File: src/design/kllm_pkg.sv
// Package for the keyed linked list manager: pool size, link widths,
// command and status codes, beat structs, the FSM state type and the memory request.
// No dependencies.
package kllm_pkg;

    // Pool size and derived widths; a link holds a node number or the null value
    localparam int NODES  = 16;
    localparam int NODE_W = (NODES > 1) ? $clog2(NODES) : 1;
    localparam int LINK_W = $clog2(NODES + 1);
    localparam int STEP_W = $clog2(NODES + 1);
    localparam int KEY_W  = 32;

    localparam logic [LINK_W-1:0] NIL_LINK = LINK_W'(NODES);

    typedef enum logic [1:0] {
        CMD_ADD  = 2'd0,
        CMD_DEL  = 2'd1,
        CMD_FIND = 2'd2
    } cmd_e;

    typedef enum logic [2:0] {
        STAT_OK       = 3'd0,
        STAT_ZERO     = 3'd1,
        STAT_EXISTS   = 3'd2,
        STAT_FULL     = 3'd3,
        STAT_NOTFOUND = 3'd4
    } status_e;

    typedef struct packed {
        logic [1:0]       command;
        logic [KEY_W-1:0] key;
    } in_t;

    typedef struct packed {
        logic [2:0] status;
        logic [3:0] node_index;
    } out_t;

    typedef enum logic [2:0] {
        S_IDLE,
        S_WALK,
        S_DECIDE,
        S_FREE,
        S_LINK,
        S_OUT
    } state_e;

    // One cycle's access to the node memories
    typedef struct packed {
        logic              rd_en;
        logic [NODE_W-1:0] rd_addr;
        logic              key_we;
        logic              next_we;
        logic [NODE_W-1:0] wr_addr;
        logic [KEY_W-1:0]  key_wdata;
        logic [LINK_W-1:0] next_wdata;
    } mem_req_t;

endpackage

File: src/design/kllm_mem.sv
// Node memories of the keyed linked list manager: key store and next-link store,
// one write and one registered read per cycle. Depends on kllm_pkg.
module kllm_mem
(
    input  logic                      clk,
    input  logic                      rst_n,
    input  kllm_pkg::mem_req_t        req,
    output logic [kllm_pkg::KEY_W-1:0]  rd_key,
    output logic [kllm_pkg::LINK_W-1:0] rd_next
);

    logic [kllm_pkg::KEY_W-1:0]  key_mem  [kllm_pkg::NODES];
    logic [kllm_pkg::LINK_W-1:0] next_mem [kllm_pkg::NODES];
    logic [kllm_pkg::NODES-1:0]  next_vld_reg;

    logic [kllm_pkg::KEY_W-1:0]  rd_key_reg;
    logic [kllm_pkg::LINK_W-1:0] rd_next_reg;
    logic                        rd_vld_reg;
    logic [kllm_pkg::NODE_W-1:0] rd_addr_reg;

    // Write and read the arrays
    always_ff @(posedge clk)
    begin
        if (req.key_we)
        begin
            key_mem[req.wr_addr] <= req.key_wdata;
        end
        if (req.next_we)
        begin
            next_mem[req.wr_addr] <= req.next_wdata;
        end
        if (req.rd_en)
        begin
            rd_key_reg  <= key_mem[req.rd_addr];
            rd_next_reg <= next_mem[req.rd_addr];
            rd_vld_reg  <= next_vld_reg[req.rd_addr];
            rd_addr_reg <= req.rd_addr;
        end
    end

    // Mark link entries once written; unwritten ones hold the reset chain
    always_ff @(posedge clk or negedge rst_n)
    begin
        if (!rst_n)
        begin
            next_vld_reg <= '0;
        end
        else if (req.next_we)
        begin
            next_vld_reg[req.wr_addr] <= 1'b1;
        end
    end

    // Node i links to i+1 until its entry is first written
    assign rd_key  = rd_key_reg;
    assign rd_next = rd_vld_reg ? rd_next_reg
                                : (kllm_pkg::LINK_W'(rd_addr_reg) + kllm_pkg::LINK_W'(1));

endmodule

File: src/design/keyed_linked_list_manager_top.sv
// Top level of the keyed linked list manager: command sequencer, list and free heads,
// output register. Depends on kllm_pkg and kllm_mem.
//
// Usage:
//   Input channel in_valid / in_ready / in_data carries one command beat
//   (add, delete or find, with a 32-bit key). Output channel out_valid /
//   out_ready / out_data returns exactly one beat per command: a status and
//   the node index used, freed or found (zero unless status is ok).
//   One command is processed at a time. A zero key or an unused command
//   goes from the accept cycle straight to output; an add or delete that
//   walks the whole list visits up to NODES nodes in turn: the accept
//   cycle, the walk over the visited nodes, then decide, the free-node take
//   (add only), link update and output. The walk follows one link per
//   cycle through the next-link memory with its registered read. The result
//   beat comes up in the same cycle in which in_ready rises again.
//   Reset empties the list and chains all nodes into the free list at once;
//   per-entry valid bits stand in for the initial link values, so no
//   clearing pass is needed and a command is taken right after reset.
//   A finished result waits in the output register; a new command is taken
//   while it waits, and that command's result stalls only at its end until
//   the receiver takes the previous beat.
module keyed_linked_list_manager_top
(
    input  logic            clk,
    input  logic            rst_n,
    input  logic            in_valid,
    output logic            in_ready,
    input  kllm_pkg::in_t   in_data,
    output logic            out_valid,
    input  logic            out_ready,
    output kllm_pkg::out_t  out_data
);

    kllm_pkg::state_e state_reg, state_next;

    logic [1:0]                  cmd_reg, cmd_next;
    logic [kllm_pkg::KEY_W-1:0]  key_reg, key_next;
    logic [kllm_pkg::LINK_W-1:0] list_head_reg, list_head_next;
    logic [kllm_pkg::LINK_W-1:0] free_head_reg, free_head_next;
    logic [kllm_pkg::NODE_W-1:0] cur_reg, cur_next;
    logic [kllm_pkg::LINK_W-1:0] last_reg, last_next;
    logic [kllm_pkg::LINK_W-1:0] after_reg, after_next;
    logic [kllm_pkg::LINK_W-1:0] link_val_reg, link_val_next;
    logic [kllm_pkg::STEP_W-1:0] steps_reg, steps_next;
    logic                        found_reg, found_next;
    logic [kllm_pkg::NODE_W-1:0] node_reg, node_next;
    kllm_pkg::status_e           status_reg, status_next;
    logic                        out_valid_reg, out_valid_next;
    kllm_pkg::out_t              out_data_reg, out_data_next;

    kllm_pkg::mem_req_t          mem_req;
    logic [kllm_pkg::KEY_W-1:0]  rd_key;
    logic [kllm_pkg::LINK_W-1:0] rd_next;

    logic accept;
    logic key_hit;
    logic walk_end;
    logic out_free;
    logic head_nil;
    logic free_nil;
    logic last_nil;

    kllm_mem u_mem
    (
        .clk     (clk),
        .rst_n   (rst_n),
        .req     (mem_req),
        .rd_key  (rd_key),
        .rd_next (rd_next)
    );

    assign in_ready  = (state_reg == kllm_pkg::S_IDLE);
    assign accept    = in_valid && in_ready;
    assign out_free  = !out_valid_reg || out_ready;
    assign key_hit   = (rd_key == key_reg);
    assign walk_end  = (rd_next >= kllm_pkg::NIL_LINK)
                    || (steps_reg == kllm_pkg::STEP_W'(kllm_pkg::NODES));
    assign head_nil  = (list_head_reg >= kllm_pkg::NIL_LINK);
    assign free_nil  = (free_head_reg >= kllm_pkg::NIL_LINK);
    assign last_nil  = (last_reg >= kllm_pkg::NIL_LINK);

    assign out_valid = out_valid_reg;
    assign out_data  = out_data_reg;

    // Next state
    always_comb
    begin
        state_next = state_reg;
        case (state_reg)
            kllm_pkg::S_IDLE:
            begin
                if (accept)
                begin
                    if (in_data.command != kllm_pkg::CMD_ADD
                        && in_data.command != kllm_pkg::CMD_DEL
                        && in_data.command != kllm_pkg::CMD_FIND)
                    begin
                        state_next = kllm_pkg::S_OUT;
                    end
                    else if (in_data.key == '0)
                    begin
                        state_next = kllm_pkg::S_OUT;
                    end
                    else if (head_nil)
                    begin
                        state_next = kllm_pkg::S_DECIDE;
                    end
                    else
                    begin
                        state_next = kllm_pkg::S_WALK;
                    end
                end
            end
            kllm_pkg::S_WALK:
            begin
                if (key_hit || walk_end)
                begin
                    state_next = kllm_pkg::S_DECIDE;
                end
            end
            kllm_pkg::S_DECIDE:
            begin
                case (cmd_reg)
                    kllm_pkg::CMD_ADD:
                    begin
                        if (found_reg || free_nil)
                        begin
                            state_next = kllm_pkg::S_OUT;
                        end
                        else
                        begin
                            state_next = kllm_pkg::S_FREE;
                        end
                    end
                    kllm_pkg::CMD_DEL:
                    begin
                        if (found_reg && !last_nil)
                        begin
                            state_next = kllm_pkg::S_LINK;
                        end
                        else
                        begin
                            state_next = kllm_pkg::S_OUT;
                        end
                    end
                    default:
                    begin
                        state_next = kllm_pkg::S_OUT;
                    end
                endcase
            end
            kllm_pkg::S_FREE:
            begin
                if (last_nil)
                begin
                    state_next = kllm_pkg::S_OUT;
                end
                else
                begin
                    state_next = kllm_pkg::S_LINK;
                end
            end
            kllm_pkg::S_LINK:
            begin
                state_next = kllm_pkg::S_OUT;
            end
            kllm_pkg::S_OUT:
            begin
                if (out_free)
                begin
                    state_next = kllm_pkg::S_IDLE;
                end
            end
            default:
            begin
                state_next = kllm_pkg::S_IDLE;
            end
        endcase
    end

    // Datapath and memory requests
    always_comb
    begin
        cmd_next       = cmd_reg;
        key_next       = key_reg;
        list_head_next = list_head_reg;
        free_head_next = free_head_reg;
        cur_next       = cur_reg;
        last_next      = last_reg;
        after_next     = after_reg;
        link_val_next  = link_val_reg;
        steps_next     = steps_reg;
        found_next     = found_reg;
        node_next      = node_reg;
        status_next    = status_reg;
        out_valid_next = out_valid_reg && !out_ready;
        out_data_next  = out_data_reg;

        mem_req            = '0;
        mem_req.key_wdata  = key_reg;

        case (state_reg)
            kllm_pkg::S_IDLE:
            begin
                // Latch the command and start the walk at the list head
                if (accept)
                begin
                    cmd_next   = in_data.command;
                    key_next   = in_data.key;
                    last_next  = kllm_pkg::NIL_LINK;
                    found_next = 1'b0;
                    steps_next = kllm_pkg::STEP_W'(1);
                    cur_next   = list_head_reg[kllm_pkg::NODE_W-1:0];
                    if (in_data.command != kllm_pkg::CMD_ADD
                        && in_data.command != kllm_pkg::CMD_DEL
                        && in_data.command != kllm_pkg::CMD_FIND)
                    begin
                        status_next = kllm_pkg::STAT_NOTFOUND;
                    end
                    else if (in_data.key == '0)
                    begin
                        status_next = kllm_pkg::STAT_ZERO;
                    end
                    else if (!head_nil)
                    begin
                        mem_req.rd_en   = 1'b1;
                        mem_req.rd_addr = list_head_reg[kllm_pkg::NODE_W-1:0];
                    end
                end
            end
            kllm_pkg::S_WALK:
            begin
                // Compare one node a cycle, then follow its link
                if (key_hit)
                begin
                    found_next = 1'b1;
                    node_next  = cur_reg;
                    after_next = rd_next;
                end
                else
                begin
                    last_next = kllm_pkg::LINK_W'(cur_reg);
                    if (!walk_end)
                    begin
                        mem_req.rd_en   = 1'b1;
                        mem_req.rd_addr = rd_next[kllm_pkg::NODE_W-1:0];
                        cur_next        = rd_next[kllm_pkg::NODE_W-1:0];
                        steps_next      = steps_reg + kllm_pkg::STEP_W'(1);
                    end
                end
            end
            kllm_pkg::S_DECIDE:
            begin
                case (cmd_reg)
                    kllm_pkg::CMD_ADD:
                    begin
                        if (found_reg)
                        begin
                            status_next = kllm_pkg::STAT_EXISTS;
                        end
                        else if (free_nil)
                        begin
                            status_next = kllm_pkg::STAT_FULL;
                        end
                        else
                        begin
                            // Fetch the successor of the free head
                            mem_req.rd_en   = 1'b1;
                            mem_req.rd_addr = free_head_reg[kllm_pkg::NODE_W-1:0];
                        end
                    end
                    kllm_pkg::CMD_DEL:
                    begin
                        if (found_reg)
                        begin
                            // Push the node onto the free list, bypass it in the key list
                            status_next        = kllm_pkg::STAT_OK;
                            mem_req.next_we    = 1'b1;
                            mem_req.wr_addr    = node_reg;
                            mem_req.next_wdata = free_head_reg;
                            free_head_next     = kllm_pkg::LINK_W'(node_reg);
                            link_val_next      = after_reg;
                            if (last_nil)
                            begin
                                list_head_next = after_reg;
                            end
                        end
                        else
                        begin
                            status_next = kllm_pkg::STAT_NOTFOUND;
                        end
                    end
                    default:
                    begin
                        status_next = found_reg ? kllm_pkg::STAT_OK
                                                : kllm_pkg::STAT_NOTFOUND;
                    end
                endcase
            end
            kllm_pkg::S_FREE:
            begin
                // Take the free head as the new tail node
                status_next        = kllm_pkg::STAT_OK;
                node_next          = free_head_reg[kllm_pkg::NODE_W-1:0];
                mem_req.key_we     = 1'b1;
                mem_req.next_we    = 1'b1;
                mem_req.wr_addr    = free_head_reg[kllm_pkg::NODE_W-1:0];
                mem_req.next_wdata = kllm_pkg::NIL_LINK;
                free_head_next     = rd_next;
                link_val_next      = free_head_reg;
                if (last_nil)
                begin
                    list_head_next = free_head_reg;
                end
            end
            kllm_pkg::S_LINK:
            begin
                // Point the predecessor at its new successor
                mem_req.next_we    = 1'b1;
                mem_req.wr_addr    = last_reg[kllm_pkg::NODE_W-1:0];
                mem_req.next_wdata = link_val_reg;
            end
            kllm_pkg::S_OUT:
            begin
                // Hold until the output register is free, then load the beat
                if (out_free)
                begin
                    out_valid_next        = 1'b1;
                    out_data_next.status  = status_reg;
                    out_data_next.node_index =
                        (status_reg == kllm_pkg::STAT_OK) ? 4'(node_reg) : 4'd0;
                end
            end
            default:
            begin
            end
        endcase
    end

    // Control registers
    always_ff @(posedge clk or negedge rst_n)
    begin
        if (!rst_n)
        begin
            state_reg     <= kllm_pkg::S_IDLE;
            list_head_reg <= kllm_pkg::NIL_LINK;
            free_head_reg <= '0;
            out_valid_reg <= 1'b0;
        end
        else
        begin
            state_reg     <= state_next;
            list_head_reg <= list_head_next;
            free_head_reg <= free_head_next;
            out_valid_reg <= out_valid_next;
        end
    end

    // Payload registers
    always_ff @(posedge clk)
    begin
        cmd_reg      <= cmd_next;
        key_reg      <= key_next;
        cur_reg      <= cur_next;
        last_reg     <= last_next;
        after_reg    <= after_next;
        link_val_reg <= link_val_next;
        steps_reg    <= steps_next;
        found_reg    <= found_next;
        node_reg     <= node_next;
        status_reg   <= status_next;
        out_data_reg <= out_data_next;
    end

endmodule
File: config.mk
export PLATFORM = sky130hd
export DESIGN_NAME = keyed_linked_list_manager_top
export DESIGN_NICKNAME = d
export VERILOG_FILES = /design/src/design/kllm_pkg.sv /design/src/design/kllm_mem.sv /design/src/design/keyed_linked_list_manager_top.sv
export SDC_FILE = /design/constraint.sdc
export NUM_CORES = 1
export LEC_CHECK = 0
export ABC_AREA = 0
export BUFFER_PORTS_ARGS = -buffer_cell sky130_fd_sc_hd__buf_2
export CELL_PAD_IN_SITES_DETAIL_PLACEMENT = 1
export CELL_PAD_IN_SITES_GLOBAL_PLACEMENT = 2
export CORE_ASPECT_RATIO = 0.5
export CORE_MARGIN = 3
export CORE_UTILIZATION = 50
export DETAILED_ROUTE_END_ITERATION = 6
export GPL_TIMING_DRIVEN = 0
export PLACE_DENSITY = 0.77
export SLEW_MARGIN = 20
export SYNTH_ARGS = -nofsm -noshare
export SYNTH_HDL_FRONTEND = slang
export SYNTH_HIERARCHICAL = 1
export SYNTH_SLANG_ARGS = --single-unit
File: constraint.sdc
create_clock -name clk -period 4.48 [get_ports clk]
set_input_delay 1.12 -clock clk [delete_from_list [all_inputs] [get_ports clk]]
set_output_delay 1.12 -clock clk [all_outputs]
set_load 0.01 [all_outputs]
==> results of run 1 <==
==> how the worst max path moves through the flow <==
stage                                      end  slack (ns)  cells past startpoint
after floorplan           u_mem/rd_next_reg[1]        0.93                     11
after global placement        u_mem/rd_key[15]       -1.26                     11
after detailed placement      u_mem/rd_key[16]       -1.48                     11
after CTS                 u_mem/rd_next_reg[1]        0.04                     12
after global routing      u_mem/rd_next_reg[3]       0.004                     12
final                     u_mem/rd_next_reg[3]        0.09                     12
==> what timing repair did <==
action / 4_1_cts / 5_1_grt
setup buffers: 6 / 43
endpoints found under the setup margin: 38 / 30
pin swaps: 3 / 1
gates resized for setup: 12 / 2
endpoints found under the hold margin: 0 / 0
==> worst max-delay path, stage by stage (launching register included) <==
cell and delay [ns]:
edfxtp_1 0.59, xor2_1 0.25, nor4_2 0.45, nand4_1 0.16, buf_4 0.21, o21a_2 0.31, a221o_1 0.39, buf_2 0.24
clkbuf_2 0.34, buf_2 0.35, mux4_2 0.34, a22oi_1 0.35, nand2_1 0.10
==> cells in the mapped netlist, types with 3 or more instances <==
library cell | count | share of area, %
ha_1 | 3 | 0.13
a221o_1 | 5 | 0.18
inv_1 | 7 | 0.093
o21ai_0 | 9 | 0.16
mux2i_1 | 4 | 0.14
mux2_2 | 6 | 0.24
clkbuf_1 | 30 | 0.40
a22oi_1 | 76 | 2.0
nor2b_1 | 3 | 0.066
dfrtp_1 | 29 | 2.6
nand3_1 | 11 | 0.19
xor2_1 | 35 | 1.1
nor4_2 | 4 | 0.18
nor2_1 | 45 | 0.60
buf_2 | 20 | 0.35
nand2b_1 | 5 | 0.11
nand2_1 | 97 | 1.3
nor4_1 | 14 | 0.31
buf_6 | 10 | 0.40
a22o_1 | 5 | 0.16
nand4_1 | 4 | 0.089
and3_1 | 7 | 0.16
mux4_2 | 152 | 12
nor3_1 | 6 | 0.11
nand3b_1 | 4 | 0.11
and2_1 | 9 | 0.20
or2_2 | 19 | 0.42
edfxtp_1 | 707 | 75
==> cell type report <==
cell class	instances	area (µm²)
Sequential cell	737	22000
Antenna cell	1	2.50
Timing Repair Buffer	115	1110
Inverter	8	30.0
Fill cell	4703	22400
Tap cell	744	931
Buffer	61	340
Clock buffer	72	1590
Multi-Input combinational cell	552	6080
Clock inverter	40	380
==> cells by family (layout without fill, tap and decap cells) <==
kind of cell    count (synthesis)  count (layout)  share of synthesized area, %
flops                         737             737                          77.8
simple gates                  240             240                          4.19
mux                           162             162                          12.5
compound gates                110             110                          2.93
buf+inv                        69             296                          1.28
xor+xnor                       37              37                          1.15
fa+ha+maj                       3               3                         0.133
other cells                     0               1                             0
==> metrics by stage <==
stage                     total power (µW)  util [%]  worst slack [ns]  std cells  cell area (µm²)
after global placement               14800      53.7             -1.26       2148            29400
after floorplan                      13000         -             0.933       1358            28200
after global routing                 21400      59.2           0.00436       2329            32400
after detailed placement             15100      54.7             -1.48       2168            30000
final                                20500      59.2            0.0877       2330            32400
after CTS                            20500      58.5            0.0443       2286            32000
==> power by group <==
group,internal [µW],leakage [µW],switching (µW)
Combinational,2470,0.00277,3580
Clock,2930,0.000962,2410
Sequential,8700,0.00679,413
Total,14100,0.0105,6400
==> routing by layer <==
metal | GRT usage (%) | up-vias | routed length, µm
li1 | - | 5933 | -
met1 | 35.9 | 7756 | 30000
met2 | 37.6 | 645 | 33600
met3 | 4.15 | 85 | 5850
met4 | 4.17 | 0 | 1120
met5 | 0 | - | 0
==> impl_metrics.csv, run 1 <==
group,metric,value,unit
die,start_util,51.5,%
routing,final_antenna_net_count,0,
placed_design,dp_hpwl,45.6,mm
setup_path,reg2reg_depth,12,
clock_tree,cts.sinks,737,
routing,drtIter0Drc,1662,
die,dieHeight,174,µm
die,rows,60,
final_layout,layout_commonest_cell,"edfxtp_1",
sta,skew,0.0348,ns
yosys,syn_avg_cell_area,20.8,µm²
setup_path,startpoint,"key_reg[24]",
placed_design,port_buffers,46,
yosys,synth_enable_flop_cells,707,
clock_tree,cts_buffer_depth,3,
routing,vias_per_cell,6.19,
setup_path,r2r_slack,0.09,ns
hold_path,min_to,"out_data[6]",
run,drv_cap,0,
sta,rsz0062_at_grt,"no",
global_route,first_global_vias,15300,
routing,vias,14400,
global_route,grt_max_degree,42,
clock_tree,htree_levels,2,
hold_path,hold_path.class,"reg2reg",
yosys,synth-warning-count,6,
setup_path,required,4.82,ns
final_layout,drive_gt1_share,28.7,%
sta,setup_tns,0,ns
final_layout,largest-register,"u_mem/key_mem",
die,design.core.area,54800,µm²
setup_path,end_kind,"flop",
setup_path,critPathKind,"reg2reg",
final_layout,reg_top3,"u_mem/key_mem: 512 flops, u_mem/next_mem: 80 flops",
power_and_ir_drop,p_leak,0.0105,µW
yosys,synth-seq-cells,737,
sta,relSlewSlack,35.3,%
setup_path,arrival,4.73,ns
power_and_ir_drop,powerDensity,632,nW/µm²
global_route,grt_overflow_total,0,
sta,fmax,228,MHz
clock_tree,path_clk_slew,0.07,ns
global_route,grt_pass1_wl,104,mm
placed_design,place_congestion,0.801,
routing,post_drt_wl_per_cell,30.3,µm
setup_path,worstSetupStartpointType,"flop",
final_layout,largest_reg_flops,512,
final_layout,syn_to_final_growth,14.9,%
clock_tree,clk_latency,0.63,ns
hold_path,worstHoldStart,"status_reg[2]",
final_layout,finalNetCount,1577,
yosys,synth_nets,1399,
clock_tree,cts_root_buffer,"clkbuf_16",
sta,post-route-period-util,98.0,%
sta,hold_viol,0,
global_route,track_usage,23.9,%
yosys,syn_area,28200,µm²
clock_tree,cts_tree,"done",
setup_path,rr_endpoint,"u_mem/rd_next_reg[3]",
sta,setup_viol,0,
routing,first_pass_iters,5,
yosys,ys.flop_type,"edfxtp_1",
die,dieArea,59600,µm²
sta,fin_hold_ws,0.464,ns
power_and_ir_drop,ir_worst_vdd,0.000336,V
die,io_pins,47,
sta,final.min_clock_period,4.39,ns
hold_path,whs_path_depth,0,
final_layout,mostFrequentLayoutCells,"707 x edfxtp_1, 152 x mux4_2, 97 x nand2_1",
setup_path,r2r-start,"key_reg[24]",
die,die_x,342,µm
yosys,synthArstFlopShare,4.07,%
yosys,synth.distinct_cells,54,
run_status,status,"completed",
routing,drt_wl_total,70.6,mm
global_route,antenna_found_initial,1,
sta,slew_violations,0,
yosys,synth_cells,1358,
setup_path,cp_max_fo,17,
routing,drcViolationCount,0,
clock_tree,cts_hold_buf,0,
sta,tightest_slew,0.971,ns
yosys,ys_seq_area_share,77.8,%
clock_tree,cts_made_buffers,61,
Note: power is estimated with default switching activity, not from simulation.
==> inputs of run 2 (changes only) <==
--- a/config.mk
+++ b/config.mk
@@ -11,10 +11,11 @@
 export CELL_PAD_IN_SITES_GLOBAL_PLACEMENT = 2
 export CORE_ASPECT_RATIO = 0.5
 export CORE_MARGIN = 3
-export CORE_UTILIZATION = 50
+export CORE_UTILIZATION = 45
+export CTS_CLUSTER_SIZE = 40
 export DETAILED_ROUTE_END_ITERATION = 6
 export GPL_TIMING_DRIVEN = 0
-export PLACE_DENSITY = 0.77
+export PLACE_DENSITY = 0.73
 export SLEW_MARGIN = 20
 export SYNTH_ARGS = -nofsm -noshare
 export SYNTH_HDL_FRONTEND = slang
==> constraint.sdc (replaced) <==
create_clock -name clk -period 3.8 [get_ports clk]
set_input_delay 0.95 -clock clk [delete_from_list [all_inputs] [get_ports clk]]
set_output_delay 0.95 -clock clk [all_outputs]
set_load 0.01 [all_outputs]
==> run 2 against run 1 <==
  * Clock skew shrank 0.0081 ns
  * Register-to-register slack is essentially flat
  * Setup slack gained 0.0074 ns
  * Critical endpoint is now u_mem/rd_next_reg[1]
  * Largest cell class unchanged
  * Largest power group unchanged
==> impl_metrics.csv, run 2 (same netlist as run 1, synthesis figures left out) <==
group,metric,value,unit
routing,post_drt_wl_per_cell,29.5,µm
die,io_pins,47,
power_and_ir_drop,seqPwrFrac,43.8,%
clock_tree,htree_levels,3,
global_route,grt_overflow_total,0,
sta,tightest_slew,1.00,ns
die,dieArea,66000,µm²
power_and_ir_drop,p_leak,0.0107,µW
final_layout,largest_reg_flops,512,
global_route,grt_max_degree,31,
final_layout,reg_top3,"u_mem/key_mem: 512 flops, u_mem/next_mem: 80 flops",
sta,relSlewSlack,32.7,%
die,rows,64,
final_layout,mostFrequentLayoutCells,"707 x edfxtp_1, 152 x mux4_2, 97 x nand2_1",
placed_design,place_congestion,0.814,
clock_tree,path_clk_slew,0.06,ns
final_layout,syn_to_final_growth,16.9,%
die,design.core.area,61600,µm²
routing,vias_per_cell,5.89,
sta,skew,0.0267,ns
setup_path,required,4.11,ns
setup_path,startpoint,"key_reg[25]",
final_layout,fill_cells,5378,
sta,post-route-period-util,97.5,%
sta,setup_slack,0.0951,ns
global_route,grt_pass1_wl,104,mm
sta,slew_violations,0,
final_layout,finalNetCount,1585,
placed_design,port_buffers,46,
final_layout,antenna_cells,0,
clock_tree,cts_root_buffer,"clkbuf_16",
placed_design,dp_hpwl,45.4,mm
clock_tree,cts_buffer_depth,3,
routing,final_antenna_net_count,0,
routing,first_pass_iters,5,
setup_path,r2r_slack,0.1,ns
power_and_ir_drop,p_switching,7630,µW
final_layout,layout_commonest_cell,"edfxtp_1",
routing,vias,14200,
clock_tree,cts_tree,"done",
hold_path,hold_path.class,"in2async",
setup_path,reg2reg_depth,12,
die,start_util,45.9,%
global_route,first_global_vias,15200,
setup_path,worstSetupStartpointType,"flop",
power_and_ir_drop,powerDensity,739,nW/µm²
power_and_ir_drop,internal_power,16800,µW
routing,drcViolationCount,0,
routing,drt_wl_total,71.3,mm
power_and_ir_drop,combPwrFrac,30.3,%
setup_path,arrival,4.02,ns
run,drv_cap,0,
sta,hold_viol,0,
global_route,track_usage,21.8,%
global_route,antenna_found_initial,0,
clock_tree,cts_made_buffers,68,
clock_tree,cts.sinks,737,
sta,fmax,270,MHz
setup_path,r2r-start,"key_reg[25]",
run_status,status,"completed",
power_and_ir_drop,ir_worst_vdd,0.000336,V
sta,setup_viol,0,
sta,final.min_clock_period,3.70,ns
placed_design,pre_cts_slack,-1.86,ns
power_and_ir_drop,clkPwrFrac,26.0,%
setup_path,cp_max_fo,10,
setup_path,rr_endpoint,"u_mem/rd_next_reg[1]",
setup_path,critPathKind,"reg2reg",
die,die_x,360,µm
setup_path,end_kind,"flop",
power_and_ir_drop,switching_share,31.3,%
final_layout,drive_gt1_share,30.7,%
final_layout,largest-register,"u_mem/key_mem",
routing,drtIter0Drc,1636,
sta,fin_hold_ws,0.460,ns
die,dieHeight,183,µm
clock_tree,clk_latency,0.59,ns
==> run 2: cell count changes in the layout (fill, tap and decap cells not counted), moves of 5 or more <==
cell       delta
clkbuf_16     +9
clkinv_2      -6
buf_16        +8
clkbuf_2      +5
clkbuf_4      +8
bufinv_16     -6
a22oi_2      +16
buf_2        -10
a22oi_1      -16
==> run 2: worst max-delay path, cell delays in order, from the launching register on <==
cell      delay (ns)
edfxtp_1        0.50
xor2_1          0.26
nor4_2          0.32
nand4_1         0.14
buf_4           0.21
o21a_4          0.27
a221o_1         0.37
buf_6           0.18
buf_6           0.18
buf_8           0.19
mux4_2          0.45
a22oi_2         0.23
nand2_1         0.11
==> run 2: metrics by stage <==
step | instance area, µm² | TNS, ns | util [%] | std cells | power (µW)
after floorplan | 28200 | 0 | - | 1358 | 15300
after global placement | 29500 | -1058.26 | 47.9 | 2229 | 17500
after detailed placement | 30200 | -80.18 | 49.1 | 2252 | 17900
after CTS | 32700 | -0.00349 | 53.1 | 2411 | 24500
after global routing | 33000 | -0.354 | 53.6 | 2419 | 25500
final | 33000 | 0 | 53.6 | 2419 | 24400
==> run 2: how the worst max path moves through the flow <==
| stage | endpoint | slack [ns] | depth (start not counted) |
|---|---|---|---|
| 6_report | u_mem/rd_next_reg[1] | 0.1 | 12 |
| 3_3_place_gp | u_mem/key_mem[0][9] | -1.89 | 8 |
| 2_1_floorplan | u_mem/key_mem[0][0] | 0.26 | 8 |
| 5_1_grt | u_mem/key_mem[1][15] | -0.03 | 9 |
| 3_5_place_dp | u_mem/rd_key[18] | -1.86 | 11 |
| 4_1_cts | u_mem/key_mem[9][14] | -0.003 | 9 |
==> run 2: area by class of cell <==
| cell class | count | area [µm²] | area share (%) |
|---|---|---|---|
| Clock buffer | 96 | 1870 | 5.67 |
| Sequential cell | 737 | 22000 | 66.6 |
| Inverter | 8 | 30.0 | 0.0910 |
| Multi-Input combinational cell | 552 | 6260 | 19.0 |
| Timing Repair Buffer | 117 | 1280 | 3.87 |
| Clock inverter | 24 | 140 | 0.425 |
| Tap cell | 825 | 1030 | 3.13 |
| Buffer | 60 | 415 | 1.26 |
==> run 2: what timing repair did <==
item	CTS	global route
hold endpoints to repair	0	0
pin swaps	9	10
gates cloned	0	0
setup buffers	39	9
gates resized for setup	48	46
hold buffers	0	0
endpoints found under the setup margin	75	145
==> run 2: power by group through the flow <==
stage	Clock [µW]	Combinational, µW	Sequential, µW
5_1_grt	6840	7920	10700
3_5_place_dp	0	6830	11000
2_1_floorplan	0	4520	10800
4_1_cts	6480	7320	10700
3_3_place_gp	0	6510	11000
6_report	6340	7390	10700
==> run 2: metal layers <==
| metal | vias to the layer above | part of all wire (%) | GRT usage, % |
|---|---|---|---|
| li1 | 5951 | - | - |
| met1 | 7696 | 44 | 31.8 |
| met2 | 505 | 48 | 35.3 |
| met3 | 87 | 6.2 | 3.57 |
| met4 | 0 | 1.6 | 4.56 |
| met5 | - | 0 | 0 |
==> inputs of run 3 (changes only) <==
--- a/config.mk
+++ b/config.mk
@@ -7,11 +7,9 @@
 export LEC_CHECK = 0
 export ABC_AREA = 0
 export BUFFER_PORTS_ARGS = -buffer_cell sky130_fd_sc_hd__buf_2
-export CELL_PAD_IN_SITES_DETAIL_PLACEMENT = 1
-export CELL_PAD_IN_SITES_GLOBAL_PLACEMENT = 2
 export CORE_ASPECT_RATIO = 0.5
 export CORE_MARGIN = 3
-export CORE_UTILIZATION = 45
+export CORE_UTILIZATION = 56
 export CTS_CLUSTER_SIZE = 40
 export DETAILED_ROUTE_END_ITERATION = 6
 export GPL_TIMING_DRIVEN = 0
==> run 3 against run 2 <==
  * Non-clock buffer count is 10 lower
  * Clock power is 3.2% lower
  * Total power is 2.2% lower
  * Setup slack lost 0.032 ns
  * Clock-buffer cell count fell by 24
  * Critical path depth did not move
==> impl_metrics.csv, run 3 (same netlist as run 1, synthesis figures left out) <==
group,metric,value,unit
run_status,status,"completed",
global_route,grt_overflow_total,0,
routing,vias,14300,
final_layout,instances_no_fill,2229,
global_route,grt_max_degree,43,
die,rows,57,
power_and_ir_drop,internal_power,16500,µW
power_and_ir_drop,switching_share,30.9,%
placed_design,pre_cts_slack,-1.65,ns
sta,final.min_clock_period,3.74,ns
die,start_util,57.4,%
routing,drt_wl_total,64.2,mm
power_and_ir_drop,clkPwrFrac,25.7,%
clock_tree,clk_latency,0.62,ns
final_layout,final_util,65.8,%
die,dieArea,53300,µm²
power_and_ir_drop,seqPwrFrac,44.6,%
sta,slew_violations,0,
final_layout,drive_gt1_share,30.6,%
final_layout,largest-register,"u_mem/key_mem",
clock_tree,cts_root_buffer,"clkbuf_16",
placed_design,port_buffers,46,
final_layout,mostFrequentLayoutCells,"707 x edfxtp_1, 152 x mux4_2, 97 x nand2_1",
routing,drcViolationCount,0,
setup_path,slowest_stage,"edfxtp_1",
sta,skew,0.0191,ns
final_layout,reg_top3,"u_mem/key_mem: 512 flops, u_mem/next_mem: 80 flops",
clock_tree,cts_tree,"done",
global_route,antenna_found_initial,0,
placed_design,place_area,29800,µm²
die,dieHeight,165,µm
power_and_ir_drop,combPwrFrac,29.7,%
power_and_ir_drop,ir_worst_vdd,0.000410,V
sta,rsz0062_at_grt,"yes",
clock_tree,cts_buffer_depth,3,
setup_path,worstSetupStartpointType,"flop",
sta,post-route-period-util,98.3,%
clock_tree,cts.sinks,737,
clock_tree,cts_made_buffers,61,
routing,post_drt_wl_per_cell,28.8,µm
run,drv_cap,0,
sta,relSlewSlack,31.1,%
routing,drtIter0Drc,1758,
sta,tightest_slew,1.02,ns
global_route,track_usage,24.6,%
routing,final_antenna_net_count,0,
setup_path,cpPeakStageDelay,0.56,ns
power_and_ir_drop,p_switching,7380,µW
setup_path,path_common_cell,"buf_6",
hold_path,hold_path.class,"in2async",
placed_design,dp_hpwl,39.9,mm
setup_path,end_kind,"flop",
clock_tree,path_clk_slew,0.07,ns
final_layout,syn_to_final_growth,14.6,%
power_and_ir_drop,powerDensity,738,nW/µm²
sta,setup_slack,0.0631,ns
final_layout,antenna_cells,0,
routing,vias_per_cell,6.44,
routing,first_pass_iters,6,
placed_design,place_congestion,0.838,
setup_path,arrival,4.08,ns
die,io_pins,47,
die,die_x,324,µm
final_layout,largest_reg_flops,512,
final_layout,layout_commonest_cell,"edfxtp_1",
setup_path,cp_max_fo,10,
final_layout,design_area,32400,µm²
global_route,grt_pass1_wl,94.7,mm
setup_path,crit_chain,"xor2_4, nor4_4, nand4_1, buf_4, o21a_4, a221o_1, buf_6, buf_6, buf_8, mux4_2, a22oi_2, nand2_1",
final_layout,finalNetCount,1568,
power_and_ir_drop,p_leak,0.0105,µW
placed_design,dp.cells,2070,
clock_tree,htree_levels,2,
sta,hold_viol,0,
die,design.core.area,49200,µm²
sta,fmax,268,MHz
sta,setup_viol,0,
setup_path,critPathKind,"reg2reg",
setup_path,required,4.14,ns
global_route,first_global_vias,14700,
[run 3: path summary, 6_finish.rpt]
check | start | to | slack [ns] | depth (start not counted)
max | key_reg[25] | u_mem/rd_next_reg[1] | 0.06 | 12
min | rst_n | free_head_reg[4] | 0.42 | 1
max reg2reg | key_reg[25] | u_mem/rd_next_reg[1] | 0.06 | 12
min reg2reg | status_reg[0] | out_data[4] | 0.47 | 0
max in group asynchronous | rst_n | u_mem/next_vld_reg[2] | 2.85 | 1
min in group clk | status_reg[0] | out_data[4] | 0.47 | 0
[run 3: final cells by class]
type / count / area [µm²]
Sequential cell: 737 / 22000
Fill cell: 3081 / 16800
Multi-Input combinational cell: 552 / 6170
Clock buffer: 72 / 1620
Timing Repair Buffer: 107 / 1010
Tap cell: 649 / 812
Buffer: 60 / 393
Clock inverter: 44 / 345
Inverter: 8 / 30.0
[run 3: worst max-delay path: cells and delay by family, from the launching register on]
family                 cells  cell delay, ns
AND/OR/NAND/NOR            3            0.58
AO/OA/AOI/OAI              3            0.87
buffers and inverters      4            0.74
multiplexers               1            0.45
flip-flops                 1            0.56
XOR/XNOR                   1            0.25
[run 3: per-layer routing]
layer | vias to the layer above | global-route usage [%] | part of all wire [%]
li1 | 5930 | - | -
met1 | 7492 | 34.9 | 39
met2 | 821 | 39.6 | 49
met3 | 104 | 5.39 | 10
met4 | 0 | 6.59 | 2.3
met5 | - | 0 | 0
[run 3: what timing repair did]
item | 4_1_cts | 5_1_grt
pin swaps | 7 | 9
setup endpoints to repair | 38 | 112
resized for setup | 31 | 33
hold buffers | 0 | 0
buffers inserted | 37 | 7
[run 3: metrics by stage]
step	power [µW]	TNS [ns]	hold slack, ns
2_1_floorplan	15300	0	0.427
3_3_place_gp	17200	-852.77	0.443
3_5_place_dp	17500	-65.11	0.439
4_1_cts	23800	0	0.423
5_1_grt	24800	-0.0256	0.445
6_report	23900	0	0.424
[run 3: power groups by stage]
stage / logic (µW) / registers (µW) / clock network (µW)
final: 7080 / 10700 / 6140
after global routing: 7540 / 10700 / 6540
after CTS: 6970 / 10600 / 6200
after detailed placement: 6540 / 11000 / 0
after global placement: 6270 / 11000 / 0
after floorplan: 4520 / 10800 / 0
